$ cat src/sv/spma_pkg.sv
// Shared types and constants for the sparse polynomial merge adder.
// No dependencies; every other file except spma_ram imports this package.
package spma_pkg;

    localparam int MAX_TERMS_DEF = 32;
    localparam int COEF_W        = 32;
    localparam int EXP_W         = 16;
    localparam int MODE_W        = 2;
    localparam int TERM_W        = COEF_W + EXP_W;

    localparam logic [MODE_W-1:0] MODE_LOAD_A = 2'd0;
    localparam logic [MODE_W-1:0] MODE_LOAD_B = 2'd1;
    localparam logic [MODE_W-1:0] MODE_ADD    = 2'd2;
    localparam logic [MODE_W-1:0] MODE_SUB    = 2'd3;

    localparam logic signed [COEF_W-1:0] COEF_MAX = {1'b0, {(COEF_W-1){1'b1}}};
    localparam logic signed [COEF_W-1:0] COEF_MIN = {1'b1, {(COEF_W-1){1'b0}}};

    typedef struct packed {
        logic load_a;
        logic load_b;
        logic start;
        logic sub;
        logic step;
    } ctrl_cmd_t;

    typedef struct packed {
        logic empty;
        logic is_last;
        logic out_free;
    } dp_stat_t;

endpackage

$ cat src/sv/spma_ctrl.sv
// Controller FSM: decodes input words into datapath commands and sequences the merge.
// Depends on spma_pkg.
module spma_ctrl import spma_pkg::*; (
    input  logic              clk,
    input  logic              rst_n,
    input  logic              in_valid,
    input  logic [MODE_W-1:0] mode,
    output logic              in_ready,
    input  dp_stat_t          stat,
    output ctrl_cmd_t         cmd
);

    localparam logic ST_IDLE  = 1'b0;
    localparam logic ST_MERGE = 1'b1;

    logic state_reg;
    logic state_next;
    logic acc;

    assign in_ready = (state_reg == ST_IDLE);
    assign acc      = in_valid && in_ready;

    always_comb
    begin
        cmd        = '0;
        cmd.sub    = (mode == MODE_SUB);
        cmd.step   = (state_reg == ST_MERGE) && stat.out_free;
        if (acc)
        begin
            case (mode)
                MODE_LOAD_A: cmd.load_a = 1'b1;
                MODE_LOAD_B: cmd.load_b = 1'b1;
                MODE_ADD:    cmd.start  = 1'b1;
                MODE_SUB:    cmd.start  = 1'b1;
                default:     cmd.start  = 1'b0;
            endcase
        end
    end

    always_comb
    begin
        state_next = state_reg;
        case (state_reg)
            ST_IDLE:
            begin
                if (cmd.start && !stat.empty)
                begin
                    state_next = ST_MERGE;
                end
            end
            ST_MERGE:
            begin
                if (cmd.step && stat.is_last)
                begin
                    state_next = ST_IDLE;
                end
            end
            default: state_next = ST_IDLE;
        endcase
    end

    always_ff @(posedge clk or negedge rst_n)
    begin
        if (!rst_n)
        begin
            state_reg <= ST_IDLE;
        end
        else
        begin
            state_reg <= state_next;
        end
    end

endmodule

$ cat config.mk
export PLATFORM = sky130hd
export DESIGN_NAME = spma_ctrl
export DESIGN_NICKNAME = d
export VERILOG_FILES = /design/src/sv/spma_pkg.sv /design/src/sv/spma_ctrl.sv
export SDC_FILE = /design/constraint.sdc
export NUM_CORES = 1
export LEC_CHECK = 0
export BUFFER_PORTS_ARGS = -buffer_cell sky130_fd_sc_hd__buf_2
export CAP_MARGIN = 20
export CORE_AREA = 4 4 41 43
export CTS_CLUSTER_SIZE = 20
export DETAILED_ROUTE_END_ITERATION = 10
export DIE_AREA = 0 0 45 47
export HOLD_SLACK_MARGIN = 0.15
export SKIP_LAST_GASP = 1
export SYNTH_ARGS = -nofsm -noshare
export SYNTH_HDL_FRONTEND = slang
export SYNTH_SLANG_ARGS = --single-unit
$ cat constraint.sdc
create_clock -name clk -period 1.2 [get_ports clk]
set_input_delay 0.06 -clock clk [delete_from_list [all_inputs] [get_ports clk]]
set_output_delay 0.06 -clock clk [all_outputs]
set_load 0.02 [all_outputs]
==> results of run 1 <==
power breakdown:
part           internal [mW]  leakage, nW  switching, mW  total [mW]
clock network              0            0              0           0
logic                 0.0347       0.0958         0.0383      0.0730
registers             0.0395       0.0127        0.00726      0.0467
what timing repair did:
| item | 4_1_cts | 5_1_grt |
|---|---|---|
| hold endpoints to repair | 1 | 0 |
| hold buffers | 1 | 0 |
| endpoints found under the setup margin | 0 | 0 |
cell families (layout without fill, tap and decap cells):
family	Yosys count	count (layout)
DFF	1	1
buffers and inverters	1	15
AOI/OAI and AO/OA	1	1
and+or+nand+nor	7	7
cell type report:
class / count / share of cell area [%]
Sequential cell: 1 / 13.1
Tap cell: 15 / 9.80
Inverter: 1 / 1.96
Multi-Input combinational cell: 8 / 35.9
Timing Repair Buffer: 14 / 39.2
routing by layer:
layer	share of wire, %	GRT usage (%)
met5	0	0
met3	13	0
met4	0	0
met1	39	2.93
met2	48	5.93
per-stage QoR:
step,hold slack [ps],setup slack [ps],power [mW],instances
finish,346,277,0.120,39
global route,386,228,0.129,39
CTS,354,270,0.121,39
detailed placement,-162,271,0.118,38
global placement,-162,289,0.118,38
floorplan,-236,267,0.0865,10
worst min-delay path: stages:
cell and delay [ps]:
buf_2 100, nand2_1 50, a21o_1 100
Yosys cell counts, drive strengths merged:
master,count,share of area (%)
and2,2,15
a21o,1,8.2
and3,1,6.9
and4bb,1,14
dfrtp,1,27
inv,1,4.1
nand2,1,4.1
nor4b,1,9.6
nor4bb,1,11
worst min path at each step:
stage,start,endpoint
floorplan,rst_n,state_reg$_DFF_PN0_
global placement,rst_n,state_reg$_DFF_PN0_
detailed placement,rst_n,state_reg$_DFF_PN0_
CTS,stat[0],state_reg$_DFF_PN0_
global route,stat[0],state_reg$_DFF_PN0_
finish,stat[0],state_reg$_DFF_PN0_
==> impl_results.md, run 1 <==
* Run status: completed
* Horizontal extent of the die at 45 um
* Xor/xnor cell area share of the yosys netlist at 0%
* Setup bufs post-CTS at 0
* Layout-stage area growth over the synthesis result at 110%
* Number of flip-flops under the largest register name at 1
* Proportion of synthesized area in mux cells at 0%
* Global-route congestion overflow total at 0
* Clock transition time at the flip-flop clock pins of the worst setup and hold paths at 0 ps
* Type of the worst setup path: flip-flop to output port
* Routed wire length at 280 um
* Unique masters post-synth at 10
* Final-report setup violation count at 0
* Top achievable clock speed at 1080 MHz
* Post-layout instance area at 191 um^2
* Terminus of the critical flop-to-flop path: state_reg$_DFF_PN0_
* Number of fillers in the final layout at 154
* Floorplan die area at 2120 um^2
* Netlist area before placement at 91.3 um^2
* Antenna Violating Nets Remaining at 0
* FP Rows at 13
* Hold path cells at 3
* Classification of the worst-slack hold path: input pin to flip-flop
* Max Slew Vio Count at 0
* Routed length per placed instance at 7.18 um
* Storage cell area at 25.0 um^2
* Count of yosys warnings during synthesis at 0
* Via count at 132
* Number of input and output port buffers inserted at 13
* Largest family of logic cells by synthesized area: simple AND/OR/NAND/NOR gates
* Ratio of final minimum period to clock period at 76.9%
* Post-Route Setup TNS at 0 ps
* Number of instances in the synthesized netlist at 10
* Worst reg2reg path startpoint: state_reg$_DFF_PN0_
* Library cell contributing the largest single delay on the critical path: dfrtp_1
* Final antenna diode count at 0
* # IOs at 14
* Data arrival time of the worst path at 860 ps
* Effective utilization at floorplan at 7.02%
* Core Footprint at 1300 um^2
* Post-synthesis net count at 18
* Areal power density over the cells at 625 nW/um^2
* Number of DRC violations after detailed routing at 0
* Worst reg-to-reg path cell count at 2
* Compound-Gate Fraction of Synth Area at 8.22%
* Crit start category: flip-flop
* Final critical path time including I/O delays and setup at 923 ps
* Utilization after layout at 14.7%
* Multi-input combinational cell area at 68.8 um^2
* Kind of cell adding the most delay to the critical path: flip-flops
* Sequential element share of the synthesized area at 27.4%
* Via count of the first global-routing pass at 141
* Die extent in y at 47 um
* Endpoint of the worst setup timing path: cmd[3]
* First-pass GRT wire length at 462 um
* Worst skew pair latency at 0 ps
* Worst Path Max Fanout at 6
* Instance area at placement at 181 um^2
* Register bit count reported by yosys at 1
* Detailed-routing iteration count for the pre-antenna-repair pass at 1
* List of cells traversed by the critical path: and4bb_2 -> buf_2
* Global Route Usage Sum at 2.68%
* Antenna violations before repair at 0
* Instance count on the critical path at 2
* R2R setup slack at 310 ps
* Crit path from: state_reg$_DFF_PN0_
* Maximum VDD drop at 0.248 mV
* Post-Synthesis Mean Instance Area at 9.13 um^2
* Adder and majority gate portion of the synthesized area at 0%
* Leakage power figure at 0.109 nW
* CTS resizes at 0
* Max_slew headroom at 83.1%
* Hold violation count in the final report at 0
* Initial detailed-routing violation count at 0
* Global placer's final weighted congestion at 0.593
* Post-layout net count at 34
* Transition time of the tightest slew-check pin at 250 ps
* Buffer and inverter count on the worst path at 1
* Critical Path End Type: output port
* Detailed-route vias per instance at 3.38
* Setup repair after global routing missed its margin: no
* Endpoint required time on the critical path at 1140 ps
* Synth Area in Simple Gates at 60.3%
* Layout cell share with drive strength beyond 1 at 66.7%
* Crit-path max cell delay at 400 ps
* Max-cap violation count at 0
* Most common library cell in the layout ignoring fill and taps: buf_2
* Pin count of the biggest net entering global routing at 7
* DPL Wire Length at 260 um
* Clock skew after layout at 0 ps
No activity file was read; power rests on OpenSTA's default activity.
==> run 2, diff against run 1 <==
==> constraint.sdc (replaced) <==
create_clock -name clk -period 0.8 [get_ports clk]
set_input_delay 0.04 -clock clk [delete_from_list [all_inputs] [get_ports clk]]
set_output_delay 0.04 -clock clk [all_outputs]
set_load 0.02 [all_outputs]
==> run 2 against run 1 <==
Largest cell class unchanged; critical path type unchanged; first-iteration DRC count increased by 3; routed wire length grew 50%; sequential power up 72%; the flow now finishes with violations (negative setup slack).
==> impl_results.md, run 2 (synthesis gave the netlist of run 1 again) <==
* Hold path cells at 3 (unchanged)
* Max_slew headroom at 87.6% (+4.5 points)
* Type of the worst setup path: flip-flop to output port
* Detailed-route vias per instance at 3.43 (+1.2%)
* Worst reg2reg path startpoint: state_reg$_DFF_PN0_
* Global Route Usage Sum at 3.94% (+1.3 points)
* Detailed-routing iteration count for the pre-antenna-repair pass at 2 (+1)
* Post-layout instance area at 254 um^2 (+33%)
* Antenna violations before repair at 0 (unchanged)
* Number of DRC violations after detailed routing at 0 (unchanged)
* Hold violation count in the final report at 0 (unchanged)
* Clock skew after layout at 0 ps (unchanged)
* List of cells traversed by the critical path: and4bb_2 -> buf_6
* Final critical path time including I/O delays and setup at 923 ps
* Library cell contributing the largest single delay on the critical path: dfrtp_2
* Layout cell share with drive strength beyond 1 at 84.0% (+17 points)
* Worst Hold End: state_reg$_DFF_PN0_
* Crit start category: flip-flop
* Antenna Violating Nets Remaining at 0 (unchanged)
* Storage cell area at 26.3 um^2 (+5.0%)
* Ratio of final minimum period to clock period at 115%
* Critical Path End Type: output port
* Final-report setup violation count at 5 (+5)
* Placed Instances at 39 (+2.6%)
* Most common library cell in the layout ignoring fill and taps: buf_2
* Transition time of the tightest slew-check pin at 186 ps (-63.9 ps)
* Multi-input combinational cell area at 97.6 um^2 (+42%)
* Worst Path Max Fanout at 6 (unchanged)
* Core Footprint at 1300 um^2 (unchanged)
* Number of flip-flops under the largest register name at 1 (unchanged)
* Floorplan die area at 2120 um^2 (unchanged)
* Leakage power figure at 0.128 nW (+18%)
* Number of input and output port buffers inserted at 13 (unchanged)
* Max Slew Vio Count at 0 (unchanged)
* R2R setup slack at -90 ps (-400 ps)
* Maximum VDD drop at 0.468 mV (+88%)
* Data arrival time of the worst path at 880 ps (+20 ps)
* Kind of cell adding the most delay to the critical path: flip-flops
* Endpoint required time on the critical path at 760 ps (-380 ps)
* Final antenna diode count at 0 (unchanged)
* Post-layout net count at 35 (+2.9%)
* Global placer's final weighted congestion at 0.714 (+20%)
* Setup bufs post-CTS at 0 (unchanged)
* Worst skew pair latency at 0 ps (unchanged)
* Initial detailed-routing violation count at 3 (+3)
* Most frequent cells in the layout: buf_2, buf_6
* Number of fillers in the final layout at 159 (+3.2%)
* Routed length per placed instance at 10.5 um (+47%)
* Effective utilization at floorplan at 7.02% (unchanged)
* Instance area at placement at 203 um^2 (+12%)
* Worst hold path startpoint: stat[1]
* Terminus of the critical flop-to-flop path: state_reg$_DFF_PN0_
* Setup repair after global routing missed its margin: yes
* # IOs at 14 (unchanged)
* Global-route congestion overflow total at 0 (unchanged)
* Violations in the final reports: negative setup slack
* Pin count of the biggest net entering global routing at 7 (unchanged)
* Classification of the worst-slack hold path: input pin to flip-flop
* Run status: finished with violations
* FP Rows at 13 (unchanged)
* Via count at 137 (+3.8%)
* Top achievable clock speed at 1080 MHz
* Layout-stage area growth over the synthesis result at 178%
* Horizontal extent of the die at 45 um (unchanged)
* Worst reg-to-reg path cell count at 2 (unchanged)
* Instance count on the critical path at 2 (unchanged)
* Fin worst setup slack at -123 ps (-400 ps)
* Max-cap violation count at 0 (unchanged)
* Areal power density over the cells at 983 nW/um^2 (+57%)
* First-pass GRT wire length at 641 um (+39%)
* Routed wire length at 421 um (+50%)
* Buffer and inverter count on the worst path at 1 (unchanged)
* Final cell count without fillers at 40 (+2.6%)
* Die extent in y at 47 um (unchanged)
* Clock transition time at the flip-flop clock pins of the worst setup and hold paths at 0 ps (unchanged)
* Via count of the first global-routing pass at 129 (-8.5%)
* Crit-path max cell delay at 440 ps (+40 ps)
==> run 2: area by class of cell <==
cell class	count	area share [%]
flip-flops and latches	1	10.3
repair buffers	15	42.4
multi-input cells	8	38.4
inverters	1	1.48
well taps	15	7.39
==> run 2: timing repair <==
item	4_1_cts	5_1_grt
pin swaps	0	1
hold endpoints to repair	1	0
setup endpoints to repair	6	6
gates resized for setup	5	6
hold buffers	1	0
==> run 2: per-layer routing <==
| metal | vias up | part of all wire, % | GRT usage (%) |
|---|---|---|---|
| li1 | 68 | - | - |
| met1 | 56 | 52 | 6.79 |
| met2 | 13 | 24 | 4.80 |
| met3 | 0 | 24 | 1.15 |
| met4 | 0 | 0 | 0 |
| met5 | - | 0 | 0 |
==> run 2: report_power, final <==
part           internal [mW]  total, mW  leakage (nW)  switching (mW)
clock network              0          0             0               0
registers             0.0607     0.0804        0.0114          0.0197
logic                 0.0955      0.169         0.116          0.0737
total                  0.156      0.250         0.128          0.0933
==> run 2: worst max-delay path by stage <==
stage / startpoint / to
final: state_reg$_DFF_PN0_ / cmd[3]
after global routing: state_reg$_DFF_PN0_ / cmd[3]
after CTS: state_reg$_DFF_PN0_ / state_reg$_DFF_PN0_
after detailed placement: state_reg$_DFF_PN0_ / cmd[3]
after global placement: state_reg$_DFF_PN0_ / cmd[3]
after floorplan: state_reg$_DFF_PN0_ / state_reg$_DFF_PN0_
==> run 2: tightest hold or removal path, cell delays in order <==
cell and delay, ps:
buf_2 100, nand2_1 50, a21o_1 110
==> run 2: through the flow <==
| step | utilization, % | hold slack (ps) | setup WS, ps | power, mW | TNS [ps] |
|---|---|---|---|---|---|
| 3_3_place_gp | 15.6 | -175 | -123 | 0.205 | -393 |
| 5_1_grt | 19.5 | 376 | -157 | 0.264 | -541 |
| 4_1_cts | 17.3 | 348 | -111 | 0.221 | -292 |
| 3_5_place_dp | 15.6 | -176 | -136 | 0.206 | -476 |
| 6_report | 19.5 | 340 | -123 | 0.250 | -360 |
| 2_1_floorplan | - | -256 | -46.6 | 0.141 | -122 |
==> run 3, diff against run 2 <==
==> constraint.sdc (replaced) <==
create_clock -name clk -period 0.9 [get_ports clk]
set_input_delay 0.045 -clock clk [delete_from_list [all_inputs] [get_ports clk]]
set_output_delay 0.045 -clock clk [all_outputs]
set_load 0.02 [all_outputs]
==> run 3 against run 2 <==
The run now ends clean; combinational power down 40%; cell count down 2.5%; clock skew unchanged; highest routed layer unchanged.
==> impl_results.md, run 3 (synthesis gave the netlist of run 1 again) <==
* Leakage power figure at 0.108 nW (-15%)
* Detailed-routing iteration count for the pre-antenna-repair pass at 1 (-1)
* Areal power density over the cells at 827 nW/um^2 (-16%)
* Most common library cell in the layout ignoring fill and taps: buf_2
* Effective utilization at floorplan at 7.02% (unchanged)
* Setup bufs post-CTS at 0 (unchanged)
* Routed length per placed instance at 7.64 um (-27%)
* Final-layout worst hold slack at 333 ps (-7.50 ps)
* Ratio of final minimum period to clock period at 98.2%
* Post-layout net count at 34 (-2.9%)
* Max_slew headroom at 85.1% (-2.5 points)
* Antenna Violating Nets Remaining at 0 (unchanged)
* Instance area at placement at 181 um^2 (-10%)
* Detailed-route vias per instance at 3.51 (+2.6%)
* First-pass GRT wire length at 552 um (-14%)
* Worst Path Max Fanout at 6 (unchanged)
* Worst skew pair latency at 0 ps (unchanged)
* Final antenna diode count at 0 (unchanged)
* Hold violation count in the final report at 0 (unchanged)
* Setup slack after placement at -25.0 ps (+111 ps)
* Number of fillers in the final layout at 157 (-1.3%)
* Post-Route Setup TNS at 0 ps (+360 ps)
* Maximum VDD drop at 0.328 mV (-30%)
* Via count at 137 (unchanged)
* Floorplan die area at 2120 um^2 (unchanged)
* Global Route Usage Sum at 3.31% (-0.64 points)
* Final critical path time including I/O delays and setup at 884 ps
* Post-layout instance area at 199 um^2 (-22%)
* List of cells traversed by the critical path: and4bb_2 -> buf_6
* Global-route congestion overflow total at 0 (unchanged)
* Initial detailed-routing violation count at 0 (-3)
* Die extent in y at 47 um (unchanged)
* Number of DRC violations after detailed routing at 0 (unchanged)
* Pin count of the biggest net entering global routing at 7 (unchanged)
* Top achievable clock speed at 1130 MHz
* Antenna violations before repair at 0 (unchanged)
* Library cell contributing the largest single delay on the critical path: dfrtp_2
* Via count of the first global-routing pass at 147 (+14%)
* Crit-path max cell delay at 410 ps (-30 ps)
* Overall power consumption at 0.164 mW (-34%)
* Data arrival time of the worst path at 840 ps (-40 ps)
* Final-report setup violation count at 0 (-5)
* Transition time of the tightest slew-check pin at 221 ps (+34.5 ps)
* Clock transition time at the flip-flop clock pins of the worst setup and hold paths at 0 ps (unchanged)
* Layout cell share with drive strength beyond 1 at 70.8% (-13 points)
* Classification of the worst-slack hold path: input pin to flip-flop
* Horizontal extent of the die at 45 um (unchanged)
* Layout-stage area growth over the synthesis result at 118%
* Worst reg-to-reg path cell count at 2 (unchanged)
* Run status: completed
* Core Footprint at 1300 um^2 (unchanged)
* Global placer's final weighted congestion at 0.592 (-17%)
* Max Slew Vio Count at 0 (unchanged)
* Clock skew after layout at 0 ps (unchanged)
* Number of input and output port buffers inserted at 13 (unchanged)
* Hold path cells at 3 (unchanged)
* FP Rows at 13 (unchanged)
* Crit start category: flip-flop
* Routed wire length at 298 um (-29%)
* Type of the worst setup path: flip-flop to output port
* Critical Path End Type: output port
* # IOs at 14 (unchanged)
* Fin worst setup slack at 16.1 ps (+139 ps)
* Number of flip-flops under the largest register name at 1 (unchanged)
* Max-cap violation count at 0 (unchanged)
* Setup repair after global routing missed its margin: yes
* Endpoint required time on the critical path at 850 ps (+90 ps)
run 3: path summary, 6_finish.rpt:
path / slack (ps) / startpoint / end
max reg2reg: 50 / state_reg$_DFF_PN0_ / state_reg$_DFF_PN0_
min in group asynchronous: 370 / rst_n / state_reg$_DFF_PN0_
min reg2reg: 530 / state_reg$_DFF_PN0_ / state_reg$_DFF_PN0_
max in group asynchronous: 430 / rst_n / state_reg$_DFF_PN0_
min: 330 / stat[0] / state_reg$_DFF_PN0_
max: 20 / state_reg$_DFF_PN0_ / cmd[3]
run 3: layer usage:
layer,vias up,track usage [%],part of all wire (%)
li1,65,-,-
met5,-,0,0
met1,62,3.38,29
met2,10,7.63,57
met3,0,0,13
met4,0,0,0
run 3: area by class of cell:
class | count | area [um^2] | area share (%)
repair buffers | 14 | 81.3 | 40.9
inverters | 1 | 3.75 | 1.89
well taps | 15 | 18.8 | 9.43
multi-input cells | 8 | 68.8 | 34.6
flip-flops and latches | 1 | 26.3 | 13.2
run 3: repair_timing:
| item | 4_1_cts | 5_1_grt |
|---|---|---|
| endpoints found under the setup margin | 1 | 4 |
| pin swaps | 1 | 2 |
| hold buffers | 1 | 0 |
| resized for setup | 2 | 1 |
| endpoints found under the hold margin | 1 | 0 |
run 3: power breakdown:
group / switching, mW / leakage [nW] / internal (mW) / total [mW]
registers: 0.00979 / 0.0114 / 0.0540 / 0.0638
logic: 0.0520 / 0.0967 / 0.0487 / 0.101
clock network: 0 / 0 / 0 / 0
total: 0.0617 / 0.108 / 0.103 / 0.164
run 3: metrics by stage:
| stage | utilization, % | cells |
|---|---|---|
| after floorplan | - | 10 |
| after global placement | 13.9 | 38 |
| after detailed placement | 13.9 | 38 |
| after CTS | 15.2 | 39 |
| after global routing | 15.3 | 39 |
| final | 15.3 | 39 |
run 3: worst max-delay path, delay by kind of cell, from the launching register on:
family	cells	cell delay, ps
flops	1	410
simple gates	1	310
buf+inv	1	120
